## src/hw/rtl/lbc_pkg.sv

```systemverilog
package lbc_pkg;

   localparam int ENTRIES_DEF  = 16;
   localparam int KEY_BITS_DEF = 16;
   localparam int CFG_BITS     = 5;
   localparam int KEY_IN_BITS  = 16;
   localparam int DATA_BITS    = 8;

   localparam logic CMD_GET = 1'b0;
   localparam logic CMD_PUT = 1'b1;

   typedef enum logic [2:0] {
      ST_IDLE,
      ST_SCAN,
      ST_SCAN_END,
      ST_DECIDE,
      ST_AGE,
      ST_AGE_END,
      ST_DONE
   } state_type;

   // controller to datapath
   typedef struct packed {
      logic load;
      logic scan_rd;
      logic decide;
      logic age_rd;
      logic respond;
   } dp_cmd_type;

   // datapath to controller
   typedef struct packed {
      logic key_zero;
      logic last;
      logic hit;
      logic put;
      logic out_busy;
   } dp_sts_type;

endpackage

```

## src/hw/rtl/lbc_ctrl.sv

```systemverilog
module lbc_ctrl (
   input  logic               clock,
   input  logic               reset,
   input  logic               req_tvalid,
   output logic               req_tready,
   input  lbc_pkg::dp_sts_type sts,
   output lbc_pkg::dp_cmd_type cmd
);
   import lbc_pkg::*;

   state_type state_ff;
   state_type state_in;

   always_ff @(posedge clock) begin
      if (reset) begin
         state_ff <= ST_IDLE;
      end else begin
         state_ff <= state_in;
      end
   end

   always_comb begin
      state_in = state_ff;
      case (state_ff)
         ST_IDLE: begin
            if (req_tvalid) begin
               state_in = sts.key_zero ? ST_DONE : ST_SCAN;
            end
         end
         ST_SCAN: begin
            if (sts.last) begin
               state_in = ST_SCAN_END;
            end
         end
         ST_SCAN_END: begin
            state_in = ST_DECIDE;
         end
         ST_DECIDE: begin
            // a get that misses leaves the recency order alone
            state_in = (sts.put || sts.hit) ? ST_AGE : ST_DONE;
         end
         ST_AGE: begin
            if (sts.last) begin
               state_in = ST_AGE_END;
            end
         end
         ST_AGE_END: begin
            state_in = ST_DONE;
         end
         ST_DONE: begin
            if (!sts.out_busy) begin
               state_in = ST_IDLE;
            end
         end
         default: begin
            state_in = ST_IDLE;
         end
      endcase
   end

   always_comb begin
      cmd        = '0;
      req_tready = 1'b0;
      case (state_ff)
         ST_IDLE: begin
            req_tready = 1'b1;
            cmd.load   = req_tvalid;
         end
         ST_SCAN: begin
            cmd.scan_rd = 1'b1;
         end
         ST_DECIDE: begin
            cmd.decide = 1'b1;
         end
         ST_AGE: begin
            cmd.age_rd = 1'b1;
         end
         ST_DONE: begin
            cmd.respond = !sts.out_busy;
         end
         default: begin
            cmd = '0;
         end
      endcase
   end

`ifndef SYNTHESIS
   a_decide_after_scan: assert property (@(posedge clock) disable iff (reset)
      (state_ff == ST_DECIDE) |-> ($past(state_ff) == ST_SCAN_END))
      else $error("decide entered without a finished scan");

   a_age_only_touch: assert property (@(posedge clock) disable iff (reset)
      (state_ff == ST_AGE) |-> (sts.hit || sts.put))
      else $error("recency update on a get miss");

   a_ready_after_done: assert property (@(posedge clock) disable iff (reset)
      (state_ff == ST_DONE && !sts.out_busy) |=> req_tready)
      else $error("not ready after result handed over");
`endif

endmodule

```

## src/hw/rtl/lbc_datapath.sv

```systemverilog
module lbc_datapath #(
   parameter int ENTRIES  = lbc_pkg::ENTRIES_DEF,
   parameter int KEY_BITS = lbc_pkg::KEY_BITS_DEF
) (
   input  logic                                           clock,
   input  logic                                           reset,
   input  logic                                           csr_we,
   input  logic [lbc_pkg::CFG_BITS-1:0]                   csr_wdata,
   input  logic [lbc_pkg::KEY_IN_BITS+lbc_pkg::DATA_BITS-1:0] req_tdata,
   input  logic                                           req_tuser,
   input  logic                                           rsp_tready,
   output logic                                           rsp_tvalid,
   output logic [lbc_pkg::DATA_BITS-1:0]                  rsp_tdata,
   output logic                                           rsp_tuser,
   input  lbc_pkg::dp_cmd_type                            cmd,
   output lbc_pkg::dp_sts_type                            sts
);
   import lbc_pkg::*;

   localparam int IdxBits  = $clog2(ENTRIES);
   localparam int CntBits  = $clog2(ENTRIES + 1);
   localparam int RankBits = IdxBits;
   localparam int InBits   = (KEY_BITS > KEY_IN_BITS) ? KEY_BITS : KEY_IN_BITS;
   localparam int CmpBits  = (CntBits > CFG_BITS) ? CntBits : CFG_BITS;

   // storage
   logic [KEY_BITS-1:0]  key_mem  [ENTRIES];
   logic [DATA_BITS-1:0] byte_mem [ENTRIES];
   logic [RankBits-1:0]  rank_mem [ENTRIES];
   logic [ENTRIES-1:0]   valid_ff;
   logic [ENTRIES-1:0]   rset_ff;

   // active entry count
   logic [CntBits-1:0] entries_ff;
   logic [CntBits-1:0] entries_in;
   logic [CmpBits-1:0] wr_ext;

   // request
   logic [InBits-1:0]    key_ext;
   logic [KEY_BITS-1:0]  key_m;
   logic                 put_ff;
   logic [KEY_BITS-1:0]  key_ff;
   logic [DATA_BITS-1:0] data_ff;

   // sweep pointer
   logic [CntBits-1:0] ptr_ff;
   logic [IdxBits-1:0] addr;
   logic               last;

   // read stage
   logic                 scan_vld_ff;
   logic                 age_vld_ff;
   logic [IdxBits-1:0]   rd_idx_ff;
   logic [KEY_BITS-1:0]  rd_key_ff;
   logic [DATA_BITS-1:0] rd_byte_ff;
   logic [RankBits-1:0]  rd_rank_ff;
   logic                 rd_rset_ff;
   logic                 rd_valid_ff;
   logic [RankBits-1:0]  rank_eff;

   // search results
   logic                 hit_ff;
   logic                 free_ff;
   logic [IdxBits-1:0]   found_idx_ff;
   logic [RankBits-1:0]  found_rank_ff;
   logic [DATA_BITS-1:0] found_byte_ff;
   logic [IdxBits-1:0]   free_idx_ff;
   logic [RankBits-1:0]  free_rank_ff;
   logic [IdxBits-1:0]   old_idx_ff;
   logic [RankBits-1:0]  old_rank_ff;

   // chosen slot
   logic [IdxBits-1:0]  slot_in;
   logic [RankBits-1:0] slot_rank_in;
   logic [IdxBits-1:0]  slot_ff;
   logic [RankBits-1:0] slot_rank_ff;

   // ageing write
   logic                age_wr;
   logic [RankBits-1:0] age_val;

   // output register
   logic                 rsp_valid_ff;
   logic                 rsp_hit_ff;
   logic [DATA_BITS-1:0] rsp_data_ff;

   assign wr_ext = CmpBits'(csr_wdata);

   always_comb begin
      if (wr_ext == '0) begin
         entries_in = CntBits'(1);
      end else if (wr_ext > CmpBits'(ENTRIES)) begin
         entries_in = CntBits'(ENTRIES);
      end else begin
         entries_in = wr_ext[CntBits-1:0];
      end
   end

   always_ff @(posedge clock) begin
      if (reset) begin
         entries_ff <= CntBits'(ENTRIES);
      end else if (csr_we) begin
         entries_ff <= entries_in;
      end
   end

   assign key_ext = InBits'(req_tdata[KEY_IN_BITS-1:0]);
   assign key_m   = key_ext[KEY_BITS-1:0];

   always_ff @(posedge clock) begin
      if (cmd.load) begin
         put_ff  <= (req_tuser == CMD_PUT);
         key_ff  <= key_m;
         data_ff <= req_tdata[KEY_IN_BITS +: DATA_BITS];
      end
   end

   always_ff @(posedge clock) begin
      if (reset) begin
         ptr_ff <= '0;
      end else if (cmd.load || cmd.decide) begin
         ptr_ff <= '0;
      end else if (cmd.scan_rd || cmd.age_rd) begin
         ptr_ff <= ptr_ff + CntBits'(1);
      end
   end

   assign addr = ptr_ff[IdxBits-1:0];
   assign last = (ptr_ff == entries_ff - CntBits'(1));

   always_ff @(posedge clock) begin
      if (reset) begin
         scan_vld_ff <= 1'b0;
         age_vld_ff  <= 1'b0;
      end else begin
         scan_vld_ff <= cmd.scan_rd;
         age_vld_ff  <= cmd.age_rd;
      end
   end

   always_ff @(posedge clock) begin
      if (cmd.scan_rd || cmd.age_rd) begin
         rd_idx_ff   <= addr;
         rd_rset_ff  <= rset_ff[addr];
         rd_valid_ff <= valid_ff[addr];
      end
   end

   // ranks not yet written read as their entry index
   assign rank_eff = rd_rset_ff ? rd_rank_ff : RankBits'(rd_idx_ff);

   always_comb begin
      if (hit_ff) begin
         slot_in      = found_idx_ff;
         slot_rank_in = found_rank_ff;
      end else if (free_ff) begin
         slot_in      = free_idx_ff;
         slot_rank_in = free_rank_ff;
      end else begin
         slot_in      = old_idx_ff;
         slot_rank_in = old_rank_ff;
      end
   end

   assign age_wr  = age_vld_ff && ((rd_idx_ff == slot_ff) || (rank_eff < slot_rank_ff));
   assign age_val = (rd_idx_ff == slot_ff) ? '0 : rank_eff + RankBits'(1);

   // memories: one read address and one write address per cycle
   always_ff @(posedge clock) begin
      if (cmd.scan_rd || cmd.age_rd) begin
         rd_key_ff  <= key_mem[addr];
         rd_byte_ff <= byte_mem[addr];
         rd_rank_ff <= rank_mem[addr];
      end
      if (cmd.decide && put_ff) begin
         byte_mem[slot_in] <= data_ff;
         if (!hit_ff) begin
            key_mem[slot_in] <= key_ff;
         end
      end
      if (age_wr) begin
         rank_mem[rd_idx_ff] <= age_val;
      end
   end

   always_ff @(posedge clock) begin
      if (reset || csr_we) begin
         valid_ff <= '0;
      end else if (cmd.decide && put_ff && !hit_ff) begin
         valid_ff[slot_in] <= 1'b1;
      end
   end

   always_ff @(posedge clock) begin
      if (reset || csr_we) begin
         rset_ff <= '0;
      end else if (age_wr) begin
         rset_ff[rd_idx_ff] <= 1'b1;
      end
   end

   always_ff @(posedge clock) begin
      if (reset) begin
         hit_ff  <= 1'b0;
         free_ff <= 1'b0;
      end else if (cmd.load) begin
         hit_ff  <= 1'b0;
         free_ff <= 1'b0;
      end else if (scan_vld_ff) begin
         if (!hit_ff && rd_valid_ff && (rd_key_ff == key_ff)) begin
            hit_ff <= 1'b1;
         end
         if (!free_ff && !rd_valid_ff) begin
            free_ff <= 1'b1;
         end
      end
   end

   always_ff @(posedge clock) begin
      if (cmd.load) begin
         old_idx_ff  <= '0;
         old_rank_ff <= '0;
      end else if (scan_vld_ff) begin
         if (!hit_ff && rd_valid_ff && (rd_key_ff == key_ff)) begin
            found_idx_ff  <= rd_idx_ff;
            found_rank_ff <= rank_eff;
            found_byte_ff <= rd_byte_ff;
         end
         if (!free_ff && !rd_valid_ff) begin
            free_idx_ff  <= rd_idx_ff;
            free_rank_ff <= rank_eff;
         end
         // ties go to the later entry
         if (rank_eff >= old_rank_ff) begin
            old_idx_ff  <= rd_idx_ff;
            old_rank_ff <= rank_eff;
         end
      end
   end

   always_ff @(posedge clock) begin
      if (cmd.decide) begin
         slot_ff      <= slot_in;
         slot_rank_ff <= slot_rank_in;
      end
   end

   always_ff @(posedge clock) begin
      if (reset) begin
         rsp_valid_ff <= 1'b0;
      end else if (cmd.respond) begin
         rsp_valid_ff <= 1'b1;
      end else if (rsp_tready) begin
         rsp_valid_ff <= 1'b0;
      end
   end

   always_ff @(posedge clock) begin
      if (cmd.respond) begin
         rsp_hit_ff  <= hit_ff;
         rsp_data_ff <= (hit_ff && !put_ff) ? found_byte_ff : '0;
      end
   end

   assign rsp_tvalid = rsp_valid_ff;
   assign rsp_tdata  = rsp_data_ff;
   assign rsp_tuser  = rsp_hit_ff;

   assign sts.key_zero = (key_m == '0);
   assign sts.last     = last;
   assign sts.hit      = hit_ff;
   assign sts.put      = put_ff;
   assign sts.out_busy = rsp_valid_ff && !rsp_tready;

`ifndef SYNTHESIS
   a_fill_sets_valid: assert property (@(posedge clock) disable iff (reset)
      (cmd.decide && put_ff && !hit_ff && !csr_we) |=> valid_ff[$past(slot_in)])
      else $error("filled entry not marked valid");

   a_phases_apart: assert property (@(posedge clock) disable iff (reset)
      !(scan_vld_ff && age_vld_ff))
      else $error("scan and ageing reads overlap");

   a_no_zero_key_hit: assert property (@(posedge clock) disable iff (reset)
      cmd.respond |-> !(hit_ff && (key_ff == '0)))
      else $error("hit reported for key zero");

   a_entries_nonzero: assert property (@(posedge clock) disable iff (reset)
      (entries_ff != '0) && (entries_ff <= CntBits'(ENTRIES)))
      else $error("active entry count out of range");
`endif

endmodule

```

## src/hw/rtl/lru_block_cache.sv

```systemverilog
// channel  | valid / ready         | payload
// ---------+-----------------------+---------------------------------------------
// request  | req_tvalid/req_tready | req_tuser = cmd, req_tdata = key, data_in
// response | rsp_tvalid/rsp_tready | rsp_tuser = hit, rsp_tdata = data_out
// csr      | csr_we                | csr_wdata = entries_in_use
//
// a put or a get hit makes a lookup sweep and then a recency-rank update sweep over the
// n active entries, a get miss makes only the lookup sweep, and key zero makes neither;
// each sweep makes one read of the entry memories per cycle.
// a new request is not taken until the result has gone into the output register.
// reset (synchronous) empties the cache with no clearing pass; a csr write does the same.
// a finished result waits in the output register while the next request is taken.
module lru_block_cache #(
   parameter int ENTRIES  = lbc_pkg::ENTRIES_DEF,
   parameter int KEY_BITS = lbc_pkg::KEY_BITS_DEF
) (
   input  logic                                               clock,
   input  logic                                               reset,
   input  logic                                               csr_we,
   input  logic [lbc_pkg::CFG_BITS-1:0]                       csr_wdata,
   input  logic                                               req_tvalid,
   output logic                                               req_tready,
   // key [15:0], data_in [23:16]
   input  logic [lbc_pkg::KEY_IN_BITS+lbc_pkg::DATA_BITS-1:0] req_tdata,
   // cmd
   input  logic                                               req_tuser,
   output logic                                               rsp_tvalid,
   input  logic                                               rsp_tready,
   // data_out [7:0]
   output logic [lbc_pkg::DATA_BITS-1:0]                      rsp_tdata,
   // hit
   output logic                                               rsp_tuser
);
   import lbc_pkg::*;

   dp_cmd_type cmd;
   dp_sts_type sts;

   lbc_ctrl u_ctrl (
      .clock      (clock),
      .reset      (reset),
      .req_tvalid (req_tvalid),
      .req_tready (req_tready),
      .sts        (sts),
      .cmd        (cmd)
   );

   lbc_datapath #(
      .ENTRIES  (ENTRIES),
      .KEY_BITS (KEY_BITS)
   ) u_datapath (
      .clock      (clock),
      .reset      (reset),
      .csr_we     (csr_we),
      .csr_wdata  (csr_wdata),
      .req_tdata  (req_tdata),
      .req_tuser  (req_tuser),
      .rsp_tready (rsp_tready),
      .rsp_tvalid (rsp_tvalid),
      .rsp_tdata  (rsp_tdata),
      .rsp_tuser  (rsp_tuser),
      .cmd        (cmd),
      .sts        (sts)
   );

endmodule

```

## config.mk

```make
export PLATFORM = sky130hd
export DESIGN_NAME = lru_block_cache
export DESIGN_NICKNAME = d
export VERILOG_FILES = /design/src/hw/rtl/lbc_pkg.sv /design/src/hw/rtl/lbc_ctrl.sv /design/src/hw/rtl/lbc_datapath.sv /design/src/hw/rtl/lru_block_cache.sv
export SDC_FILE = /design/constraint.sdc
export NUM_CORES = 1
export LEC_CHECK = 0
export CORE_ASPECT_RATIO = 1.5
export CORE_UTILIZATION = 25
export CTS_BUF_LIST = sky130_fd_sc_hd__clkbuf_8
export DETAILED_ROUTE_END_ITERATION = 6
export DONT_BUFFER_PORTS = 1
export PLACE_DENSITY = 0.51
export SKIP_CTS_REPAIR_TIMING = 1
export SYNTH_ARGS = -nofsm -noshare
export SYNTH_HDL_FRONTEND = slang
export SYNTH_SLANG_ARGS = --single-unit
export TNS_END_PERCENT = 5
```

## constraint.sdc

```tcl
create_clock -name clock -period 2.8 [get_ports clock]
set_input_delay 0.56 -clock clock [delete_from_list [all_inputs] [get_ports clock]]
set_output_delay 0.56 -clock clock [all_outputs]
set_load 0.01 [all_outputs]
```

==> impl_summary.log, run 1 <==
[metrics] status: completed
[metrics] post-DP HPWL: 34.4 mm
[metrics] Post-route DRC: 0
[metrics] wire length of the first global-routing pass: 83.6 mm
[metrics] kind of end point of the critical path: flip-flop
[metrics] post-route clock period utilization: 94.9%
[metrics] die boundary height: 380 um
[metrics] Period minus WS final: 2.66 ns
[metrics] count of buffers from port buffering: 0
[metrics] largest voltage drop on the vdd net: 0.439 mV
[metrics] Synth async-reset ratio: 0%
[metrics] final number of hold-violating endpoints: 0
[metrics] instance count along the most critical hold path: 2
[metrics] startpoint of the most critical register-to-register path: u_datapath.rd_rset_ff
[metrics] area of the placeable core: 94,300 sq um
[metrics] Static Leak: 8.67 nW
[metrics] Reg2Reg Capture Point: u_datapath.rank_mem[11][1]
[metrics] critical path data arrival time: 3.02 ns
[metrics] Setup crit start kind: flip-flop
[metrics] synthesis-stage register bit count: 606
[metrics] fraction of final layout cells with drive strength greater than 1: 25.9%
[metrics] hold path start: csr_wdata[2]
[metrics] critical path, cell by cell: buf_4 > mux2_2 > ha_1 > or2_2 > o311ai_2 > buf_6 > nand3_1 > nor2_1
[metrics] Synth area leaders: sky130_fd_sc_hd__edfxtp_1 69%, sky130_fd_sc_hd__mux4_2 11%, sky130_fd_sc_hd__dfxtp_1 4.9%, sky130_fd_sc_hd__mux2i_1 1.6%, sky130_fd_sc_hd__a21oi_1 1.0%
[metrics] share of the synthesized area in the top cell type: 69.3%
[metrics] detailed-route wire length per cell: 20.4 um
[metrics] Syn Area/Cell: 18.9 sq um
[metrics] io pins: 46
[metrics] overflow left after global routing: 0
[metrics] max-slew violation count: 0
[metrics] number of max-cap violations: 0
[metrics] pre-CTS setup slack: 0.165 ns
[metrics] startpoint-to-endpoint class of the critical path: flip-flop to flip-flop
[metrics] Final setup violation count: 0
[metrics] critical path launch point: u_datapath.rd_rset_ff
[metrics] number of synthesized flops with an enable pin: 548
[metrics] die footprint: 96,300 sq um
[metrics] count of yosys warnings during synthesis: 0
[metrics] initial DRC count: 824
[metrics] f_max: 376 MHz
[metrics] Bufs on Longest Clock Path: 3
[metrics] maximum fanout along the worst path: 11
[metrics] global-route usage over all layers: 11.8%
[metrics] initial antenna violation count: 2
[metrics] insertion delay of the later-clocked pin in the worst-skew pair: 0.69 ns
[metrics] Synth-to-Final Area Change: 18.4%
[metrics] reg2reg setup slack: 0.14 ns
[metrics] number of cells on the critical path: 8
[metrics] PnR worst setup slack: 0.144 ns
[metrics] actual transition at the worst max-transition pin: 0.887 ns
[metrics] critical path buffer and inverter count: 2
[metrics] number of instances in the synthesized netlist: 1,258
[metrics] Worst Reg2Reg Path Length in Cells: 8
[metrics] cell type with the highest aggregate area in the netlist: sky130_fd_sc_hd__edfxtp_1
[metrics] remaining antenna violation count: 0
[metrics] Max stage delay on crit path: 0.43 ns
[metrics] Reg clk slew, reported paths: 0.07 ns
[metrics] final weighted congestion of routability-driven global placement: 0.748
[metrics] placement row count: 138
[metrics] Net count, final: 1,450
[metrics] worst setup path endpoint: u_datapath.rank_mem[11][1]
[metrics] Num Clock Sinks: 606
[metrics] endpoint required time on the critical path: 3.17 ns
[metrics] slew margin rel.: 40.9%
[metrics] drt via density: 4.38
[metrics] cell area after synthesis: 23,800 sq um
[metrics] RSZ-0062 raised after global routing: yes
[metrics] routed vias: 12,000
[metrics] sequential share of the synthesized area: 74.1%
[metrics] TritonRoute pass-1 iters: 4
[metrics] total routed wirelength: 55.9 mm
[metrics] H-tree levels: 3
[metrics] Worst Skew: 0.0378 ns
[metrics] crit path max-delay cell type: sky130_fd_sc_hd__edfxtp_1
[metrics] Netlist cell types: 62
[metrics] vias in the first global route: 13,000
[metrics] cell chosen for the clock root: sky130_fd_sc_hd__clkbuf_8
[metrics] CP delay by family, top: simple AND/OR/NAND/NOR gates
[metrics] CTS tree: yes
[metrics] largest net degree at the start of global routing: 56
[metrics] primary flip-flop cell chosen by synthesis mapping: sky130_fd_sc_hd__edfxtp_1
[metrics] Finished Core Util: 29.8%
[metrics] Initial Util: 25.2%
[metrics] class of the tightest hold or removal check: input pin to flip-flop
[metrics] overall die width: 254 um
[metrics] power density over the cells: 873 nW/um^2
[metrics] number of CTS-inserted buffers: 84
[metrics] post-synthesis net count: 1,303
[metrics] total of fill cells in the finished design: 9,306
power by group:
part	switching, mW	leakage (nW)	internal (mW)
clock	3.34	0.953	3.62
combinational	3.28	2.28	2.38
sequential	0.587	5.44	11.4
total	7.20	8.67	17.4
cell usage in the layout, fill, tap and decap left out, types with 27 or more instances in the layout:
master                          synthesis  routed
sky130_fd_sc_hd__edfxtp_1             548     548
sky130_fd_sc_hd__buf_4                  3      75
sky130_fd_sc_hd__inv_1                 15      43
sky130_fd_sc_hd__mux2i_1               38      38
sky130_fd_sc_hd__dfxtp_1               58      54
sky130_fd_sc_hd__xnor2_1               27      27
sky130_fd_sc_hd__mux4_2               120     120
sky130_fd_sc_hd__dlygate4sd3_1          0      29
sky130_fd_sc_hd__a211oi_1              32      32
sky130_fd_sc_hd__nor2_1                58      47
sky130_fd_sc_hd__nor2b_1               37      37
sky130_fd_sc_hd__clkbuf_8               0      86
sky130_fd_sc_hd__a21oi_1               49      49
worst register-to-register path: cells and delay by family (launching register included):
kind | cells | cell delay, ns
compound gates | 1 | 0.09
fa+ha+maj | 1 | 0.27
buf+inv | 2 | 0.36
flops | 1 | 0.43
mux | 1 | 0.29
simple gates | 3 | 0.88
synthesized netlist by cell type, drive strengths merged, types with 9 or more instances:
| cell | n |
|---|---|
| edfxtp | 548 |
| mux4 | 120 |
| dfxtp | 58 |
| nor2 | 58 |
| a21oi | 50 |
| mux2i | 40 |
| buf | 38 |
| nor2b | 37 |
| a211oi | 33 |
| clkbuf | 30 |
| nor3 | 30 |
| xnor2 | 27 |
| nand2 | 19 |
| o21a | 18 |
| and2 | 16 |
| o21ai | 16 |
| inv | 15 |
| nand2b | 12 |
| nand3 | 12 |
| nor4 | 11 |
| ha | 10 |
| nand4 | 9 |
cell families (layout without fill, tap and decap cells):
logic type / Yosys count / count (layout) / synth area share [%]
and+or+nand+nor: 223 / 223 / 5.14
xor gates and xnor gates: 33 / 33 / 1.27
other: 0 / 3 / 0
buffers and inverters: 83 / 297 / 1.65
adders and majority gates: 10 / 10 / 0.527
AOI/OAI and AO/OA: 139 / 139 / 3.95
DFF: 606 / 606 / 74.1
muxes: 164 / 164 / 13.3
flip-flops by register name, summed over array words and instances, names as in the netlist, 4 cells and up:
signal,cells
u_datapath.valid_ff,16
u_datapath.old_idx_ff,4
u_datapath.ptr_ff,5
u_datapath.rd_idx_ff,4
u_datapath.rset_ff,16
u_datapath.slot_ff,4
u_datapath.rank_mem,64
u_datapath.key_ff,16
u_datapath.entries_ff,5
u_datapath.free_idx_ff,4
u_datapath.rd_byte_ff,8
u_datapath.found_rank_ff,4
u_datapath.old_rank_ff,4
u_datapath.rsp_tdata,8
u_datapath.free_rank_ff,4
u_datapath.data_ff,8
u_datapath.key_mem,256
u_datapath.rd_key_ff,16
u_datapath.rd_rank_ff,4
u_datapath.byte_mem,128
u_datapath.found_byte_ff,8
u_datapath.found_idx_ff,4
u_datapath.slot_rank_ff,4
per-stage QoR:
stage	hold slack, ns	setup TNS [ns]	area [sq um]	total power, mW	cells
2_1_floorplan	0.400	-1.04	23800	15.7	1258
3_3_place_gp	0.405	0	26100	17.8	2550
3_5_place_dp	0.406	0	26100	17.9	2550
4_1_cts	-0.158	0	27800	24.9	2703
5_1_grt	0.00734	-0.474	28100	25.7	2735
6_report	0.0537	0	28100	24.6	2735
how the worst min path moves through the flow:
stage                                              to  slack [ns]
after floorplan           u_datapath.found_byte_ff[0]        0.40
after global placement    u_datapath.found_byte_ff[5]        0.41
after detailed placement  u_datapath.found_byte_ff[6]        0.41
after CTS                    u_datapath.entries_ff[1]       -0.16
after global routing         u_datapath.entries_ff[2]       0.007
final                        u_datapath.entries_ff[2]        0.05
metal layers:
layer	vias to the layer above	wire, um	GRT usage, %
met5	-	0	0
met4	0	1430	4.36
met3	90	1980	2.09
met1	6306	20600	12.3
li1	5353	-	-
met2	239	31900	22.9
layout make-up:
cell class	count	area (sq um)	area share (%)
clock inverter	67	499	1.77
antenna	3	7.51	0.0267
multi-input combinational	569	5830	20.7
clock buffer	86	1180	4.21
inverter	15	56.3	0.200
tap	1260	1580	5.60
sequential	606	17600	62.7
timing repair buffer	129	1350	4.78
Power figures use the tool's default switching activity.
==> run 2: changes to the inputs <==
Settings changed: CORE_ASPECT_RATIO 1.5 to not set, CTS_CLUSTER_SIZE set to 14, HOLD_SLACK_MARGIN set to 0.12.
==> run 2 against run 1 <==
  * Hold slack better by 0.060 ns
  * Highest routed layer is now met5
  * Total power rose by 2.7%
  * Critical path depth did not move
  * Utilization is 0.54 points higher
  * Clock skew up 0.013 ns
  * Non-clock buffer count rose by 19
  * Largest cell class unchanged
  * Cell area increased by 1.2%
  * Die area is essentially flat
  * Register-to-register slack about the same
==> impl_summary.log, run 2 (synthesis gave the netlist of run 1 again) <==
[metrics] status: completed
[metrics] Final Instance Count excl. Fillers: 2,778
[metrics] Total Power Consumption: 25.2 mW
[metrics] initial DRC count: 846
[metrics] slew margin rel.: 36.6%
[metrics] RSZ-0062 raised after global routing: yes
[metrics] overflow left after global routing: 0
[metrics] Setup crit start kind: flip-flop
[metrics] Net count, final: 1,486
[metrics] critical path data arrival time: 3.06 ns
[metrics] number of CTS-inserted buffers: 101
[metrics] kind of end point of the critical path: flip-flop
[metrics] Worst Reg2Reg Path Length in Cells: 8
[metrics] CTS tree: yes
[metrics] Period minus WS final: 2.66 ns
[metrics] maximum fanout along the worst path: 6
[metrics] placement row count: 112
[metrics] class of the tightest hold or removal check: input pin to flip-flop
[metrics] die boundary height: 310 um
[metrics] critical path buffer and inverter count: 1
[metrics] io pins: 46
[metrics] power density over the cells: 885 nW/um^2
[metrics] total routed wirelength: 55.1 mm
[metrics] Final setup violation count: 0
[metrics] commonest non-fill, non-tap cell in the layout: sky130_fd_sc_hd__edfxtp_1
[metrics] remaining antenna violation count: 0
[metrics] H-tree levels: 3
[metrics] post-DP HPWL: 33.4 mm
[metrics] Max stage delay on crit path: 0.38 ns
[metrics] final number of hold-violating endpoints: 0
[metrics] fraction of final layout cells with drive strength greater than 1: 27.2%
[metrics] Reg clk slew, reported paths: 0.06 ns
[metrics] Most flops, register: u_datapath.key_mem
[metrics] Worst Skew: 0.0504 ns
[metrics] Synth-to-Final Area Change: 19.9%
[metrics] Initial Util: 25.3%
[metrics] Post-Route Setup TNS: 0 ns
[metrics] instance count along the most critical hold path: 2
[metrics] startpoint-to-endpoint class of the critical path: flip-flop to flip-flop
[metrics] hold path start: csr_wdata[4]
[metrics] overall die width: 310 um
[metrics] vias in the first global route: 12,700
[metrics] Num Clock Sinks: 606
[metrics] biggest regs: u_datapath.key_mem: 256 flops, u_datapath.byte_mem: 128 flops, u_datapath.rank_mem: 64 flops
[metrics] CP delay by family, top: compound AO/OA/AOI/OAI gates
[metrics] reg2reg setup slack: 0.14 ns
[metrics] placed cell count: 2,556
[metrics] area of the placeable core: 93,700 sq um
[metrics] post-route clock period utilization: 95.1%
[metrics] die footprint: 96,300 sq um
[metrics] Fin Hold WS: 0.114 ns
[metrics] initial antenna violation count: 4
[metrics] drt via density: 4.35
[metrics] count of buffers from port buffering: 0
[metrics] insertion delay of the later-clocked pin in the worst-skew pair: 0.74 ns
[metrics] top library cells by usage in the layout, fill and taps aside: 548 x sky130_fd_sc_hd__edfxtp_1, 120 x sky130_fd_sc_hd__mux4_2, 103 x sky130_fd_sc_hd__clkbuf_8, 96 x sky130_fd_sc_hd__buf_4, 54 x sky130_fd_sc_hd__dfxtp_1
[metrics] terminating pin of the worst hold path: u_datapath.entries_ff[4]
[metrics] cell chosen for the clock root: sky130_fd_sc_hd__clkbuf_8
[metrics] routed vias: 12,100
[metrics] endpoint required time on the critical path: 3.20 ns
[metrics] PnR worst setup slack: 0.138 ns
[metrics] Post-route DRC: 0
[metrics] total of fill cells in the finished design: 9,108
[metrics] crit path max-delay cell type: sky130_fd_sc_hd__edfxtp_1
[metrics] Reg2Reg Capture Point: u_datapath.rank_mem[6][3]
[metrics] actual transition at the worst max-transition pin: 0.951 ns
[metrics] final weighted congestion of routability-driven global placement: 0.755
[metrics] TritonRoute pass-1 iters: 4
[metrics] wire length of the first global-routing pass: 81.0 mm
[metrics] Bufs on Longest Clock Path: 3
[metrics] pre-CTS setup slack: -0.136 ns
[metrics] largest voltage drop on the vdd net: 0.449 mV
[metrics] f_max: 376 MHz
[metrics] global-route usage over all layers: 11.5%
[metrics] startpoint of the most critical register-to-register path: u_datapath.rd_rset_ff
[metrics] max reg flops: 256
[metrics] Static Leak: 8.91 nW
[metrics] largest net degree at the start of global routing: 64
[metrics] critical path, cell by cell: mux2_2 > ha_1 > o21ai_0 > a31oi_1 > o311ai_2 > buf_4 > nand4_4 > nor2_1
[metrics] detailed-route wire length per cell: 19.8 um
[metrics] max-slew violation count: 0
[metrics] number of max-cap violations: 0
==> run 2: per-layer routing <==
metal  wire (um)  share of wire [%]  GRT usage, %  vias up
li1            -                  -             -     5444
met1       23200                 42          13.9     6278
met2       27600                 50          19.5      256
met3        2580                4.7          2.76      104
met4        1690                3.1          5.12        2
met5          13              0.024             0        -
==> run 2: where the power goes <==
part           switching, mW  internal, mW  total (mW)
sequential             0.534          11.4        11.9
clock                   3.66          3.94        7.60
combinational           3.27          2.45        5.71
total                   7.46          17.8        25.2
==> run 2: worst max path at each step <==
stage | start | endpoint | slack, ns | cells past startpoint
floorplan | u_datapath.free_ff | u_datapath.key_mem[4][0] | -0.03 | 6
global placement | u_datapath.key_ff[11] | u_datapath.found_byte_ff[5] | -0.12 | 6
detailed placement | u_datapath.key_ff[11] | u_datapath.found_byte_ff[1] | -0.14 | 6
CTS | u_datapath.key_ff[11] | u_datapath.found_byte_ff[1] | -0.19 | 6
global route | u_datapath.rd_rset_ff | u_datapath.rank_mem[9][3] | -0.03 | 8
finish | u_datapath.rd_rset_ff | u_datapath.rank_mem[6][3] | 0.14 | 8
==> run 2: layout make-up <==
cell class | count | area (sq um) | area share (%)
antenna | 1 | 2.50 | 0.00879
sequential | 606 | 17600 | 61.9
inverter | 15 | 56.3 | 0.198
tap | 1254 | 1570 | 5.51
clock buffer | 103 | 1420 | 4.98
multi-input combinational | 569 | 5840 | 20.5
clock inverter | 82 | 537 | 1.88
timing repair buffer | 148 | 1430 | 5.03
==> run 2: per-stage QoR <==
| step | cell area (sq um) | utilization (%) |
|---|---|---|
| after global routing | 28500 | 30.4 |
| after floorplan | 23800 | - |
| final | 28500 | 30.4 |
| after detailed placement | 26200 | 27.9 |
| after CTS | 28100 | 30.0 |
| after global placement | 26200 | 27.9 |
==> run 3: changes to the inputs <==
Settings changed: CORE_UTILIZATION 25 to 30, PLACE_DENSITY 0.51 to 0.56.
==> run 3 against run 2 <==
  * Global-route usage is 1.8 points higher
  * Critical endpoint is now u_datapath.found_byte_ff[4]
  * Combinational power fell by 2%
  * Setup slack better by 0.052 ns
==> impl_summary.log, run 3 (synthesis gave the netlist of run 1 again) <==
[metrics] kind of end point of the critical path: flip-flop
[metrics] endpoint required time on the critical path: 3.18 ns
[metrics] clock share of power: 29.2%
[metrics] Synth-to-Final Area Change: 17.9%
[metrics] final weighted congestion of routability-driven global placement: 0.774
[metrics] post-DP HPWL: 32.9 mm
[metrics] critical path data arrival time: 2.99 ns
[metrics] Initial Util: 30.5%
[metrics] switching power as a share of total power: 29.8%
[metrics] largest voltage drop on the vdd net: 0.411 mV
[metrics] H-tree levels: 3
[metrics] critical path, cell by cell: xnor2_1 > nand4_1 > nor4_4 > nand4_1 > nor2_1 > buf_6
[metrics] portion of total power attributed to sequential cells: 48.1%
[metrics] Worst Skew: 0.0507 ns
[metrics] wire length of the first global-routing pass: 80.2 mm
[metrics] overflow left after global routing: 0
[metrics] Max stage delay on crit path: 0.62 ns
[metrics] startpoint-to-endpoint class of the critical path: flip-flop to flip-flop
[metrics] f_max: 383 MHz
[metrics] Final setup violation count: 0
[metrics] top library cells by usage in the layout, fill and taps aside: 548 x sky130_fd_sc_hd__edfxtp_1, 120 x sky130_fd_sc_hd__mux4_2, 103 x sky130_fd_sc_hd__clkbuf_8, 84 x sky130_fd_sc_hd__buf_4, 54 x sky130_fd_sc_hd__dfxtp_1
[metrics] io pins: 46
[metrics] max-slew violation count: 0
[metrics] initial antenna violation count: 5
[metrics] post-route clock period utilization: 93.2%
[metrics] cell internal pwr: 17.4 mW
[metrics] slew margin rel.: 40.4%
[metrics] Setup crit start kind: flip-flop
[metrics] die footprint: 80,300 sq um
[metrics] biggest regs: u_datapath.key_mem: 256 flops, u_datapath.byte_mem: 128 flops, u_datapath.rank_mem: 64 flops
[metrics] Fin Hold WS: 0.154 ns
[metrics] maximum fanout along the worst path: 17
[metrics] number of CTS-inserted buffers: 101
[metrics] Net count, final: 1,474
[metrics] fraction of final layout cells with drive strength greater than 1: 26.6%
[metrics] die boundary height: 283 um
[metrics] overall die width: 283 um
[metrics] class of the tightest hold or removal check: input pin to flip-flop
[metrics] Total Power Consumption: 24.8 mW
[metrics] Reg clk slew, reported paths: 0.07 ns
[metrics] count of buffers from port buffering: 0
[metrics] power density over the cells: 884 nW/um^2
[metrics] total of fill cells in the finished design: 7,302
[metrics] Post-route DRC: 0
[metrics] CTS tree: yes
[metrics] Static Leak: 8.82 nW
[metrics] number of max-cap violations: 0
[metrics] detailed-route wire length per cell: 21.0 um
[metrics] Period minus WS final: 2.61 ns
[metrics] logic gate share of total power: 22.6%
[metrics] Post-Route Setup TNS: 0 ns
[metrics] routed vias: 12,000
[metrics] Most flops, register: u_datapath.key_mem
[metrics] status: completed
[metrics] insertion delay of the later-clocked pin in the worst-skew pair: 0.72 ns
[metrics] final number of hold-violating endpoints: 0
[metrics] Bufs on Longest Clock Path: 3
[metrics] RSZ-0062 raised after global routing: yes
[metrics] TritonRoute pass-1 iters: 4
[metrics] vias in the first global route: 12,700
[metrics] drt via density: 4.73
[metrics] max reg flops: 256
[metrics] global-route usage over all layers: 13.3%
[metrics] largest net degree at the start of global routing: 64
[metrics] total routed wirelength: 53.5 mm
[metrics] area of the placeable core: 77,800 sq um
[metrics] commonest non-fill, non-tap cell in the layout: sky130_fd_sc_hd__edfxtp_1
[metrics] initial DRC count: 821
[metrics] Num Clock Sinks: 606
[metrics] remaining antenna violation count: 0
[metrics] Crit path top cell by count: sky130_fd_sc_hd__nand4_1
[metrics] cell chosen for the clock root: sky130_fd_sc_hd__clkbuf_8
[metrics] P_sw: 7.38 mW
[metrics] placement row count: 102
[metrics] actual transition at the worst max-transition pin: 0.894 ns
[metrics] crit path max-delay cell type: sky130_fd_sc_hd__edfxtp_1
-- run 3: cell count changes in the layout (fill, tap and decap cells not counted), sizes merged --
cell	before	now
dlygate4sd3	33	34
buf	115	102
bufinv	5	2
clkinv	36	37
clkinvlp	4	2
inv	52	50
-- run 3: routing by layer --
layer  part of all wire [%]  global-route usage, %  wire, um
met1                     44                   17.3     23500
met2                     49                   22.1     26400
met3                    4.7                   2.81      2500
met4                    2.1                   4.20      1130
met5                      0                      0         0
-- run 3: power by group through the flow --
stage	logic, mW	registers [mW]	clock network [mW]
3_3_place_gp	5.56	12.1	0
3_5_place_dp	5.65	12.1	0
2_1_floorplan	3.77	11.9	0
5_1_grt	6.13	12.0	7.83
4_1_cts	5.66	11.9	7.48
6_report	5.60	11.9	7.24
-- run 3: final cells by class --
cell class / instances / area [sq um] / area share [%]
Clock buffer: 103 / 1420 / 5.06
Timing Repair Buffer: 136 / 1320 / 4.72
Multi-Input combinational cell: 569 / 5860 / 20.9
Inverter: 15 / 56.3 / 0.201
Sequential cell: 606 / 17600 / 62.9
Antenna cell: 1 / 2.50 / 0.00893
Clock inverter: 76 / 432 / 1.54
Tap cell: 1040 / 1300 / 4.64
-- run 3: worst max-delay path: cells and delay by family, from the launching register on --
family / cells / cell delay [ns]
simple gates: 4 / 1.13
flops: 1 / 0.62
xor+xnor: 1 / 0.29
buf+inv: 1 / 0.22
-- run 3: worst paths after layout --
kind / start / end / slack [ns] / cells after the start
min reg2reg: u_datapath.rd_byte_ff[2] / u_datapath.found_byte_ff[2] / 0.42 / 0
min: reset / u_ctrl.state_ff[0] / 0.15 / 3
max: u_datapath.key_ff[11] / u_datapath.found_byte_ff[4] / 0.19 / 6
max reg2reg: u_datapath.key_ff[11] / u_datapath.found_byte_ff[4] / 0.19 / 6
-- run 3: through the flow --
stage	instances	setup slack [ns]	utilization, %	cell area [sq um]
final	2546	0.190	36.0	28000
after global routing	2546	-0.00120	36.0	28000
after CTS	2511	-0.0603	35.5	27600
after detailed placement	2332	0.0141	33.1	25800
after global placement	2332	0.00878	33.1	25800
after floorplan	1258	-0.0325	-	23800
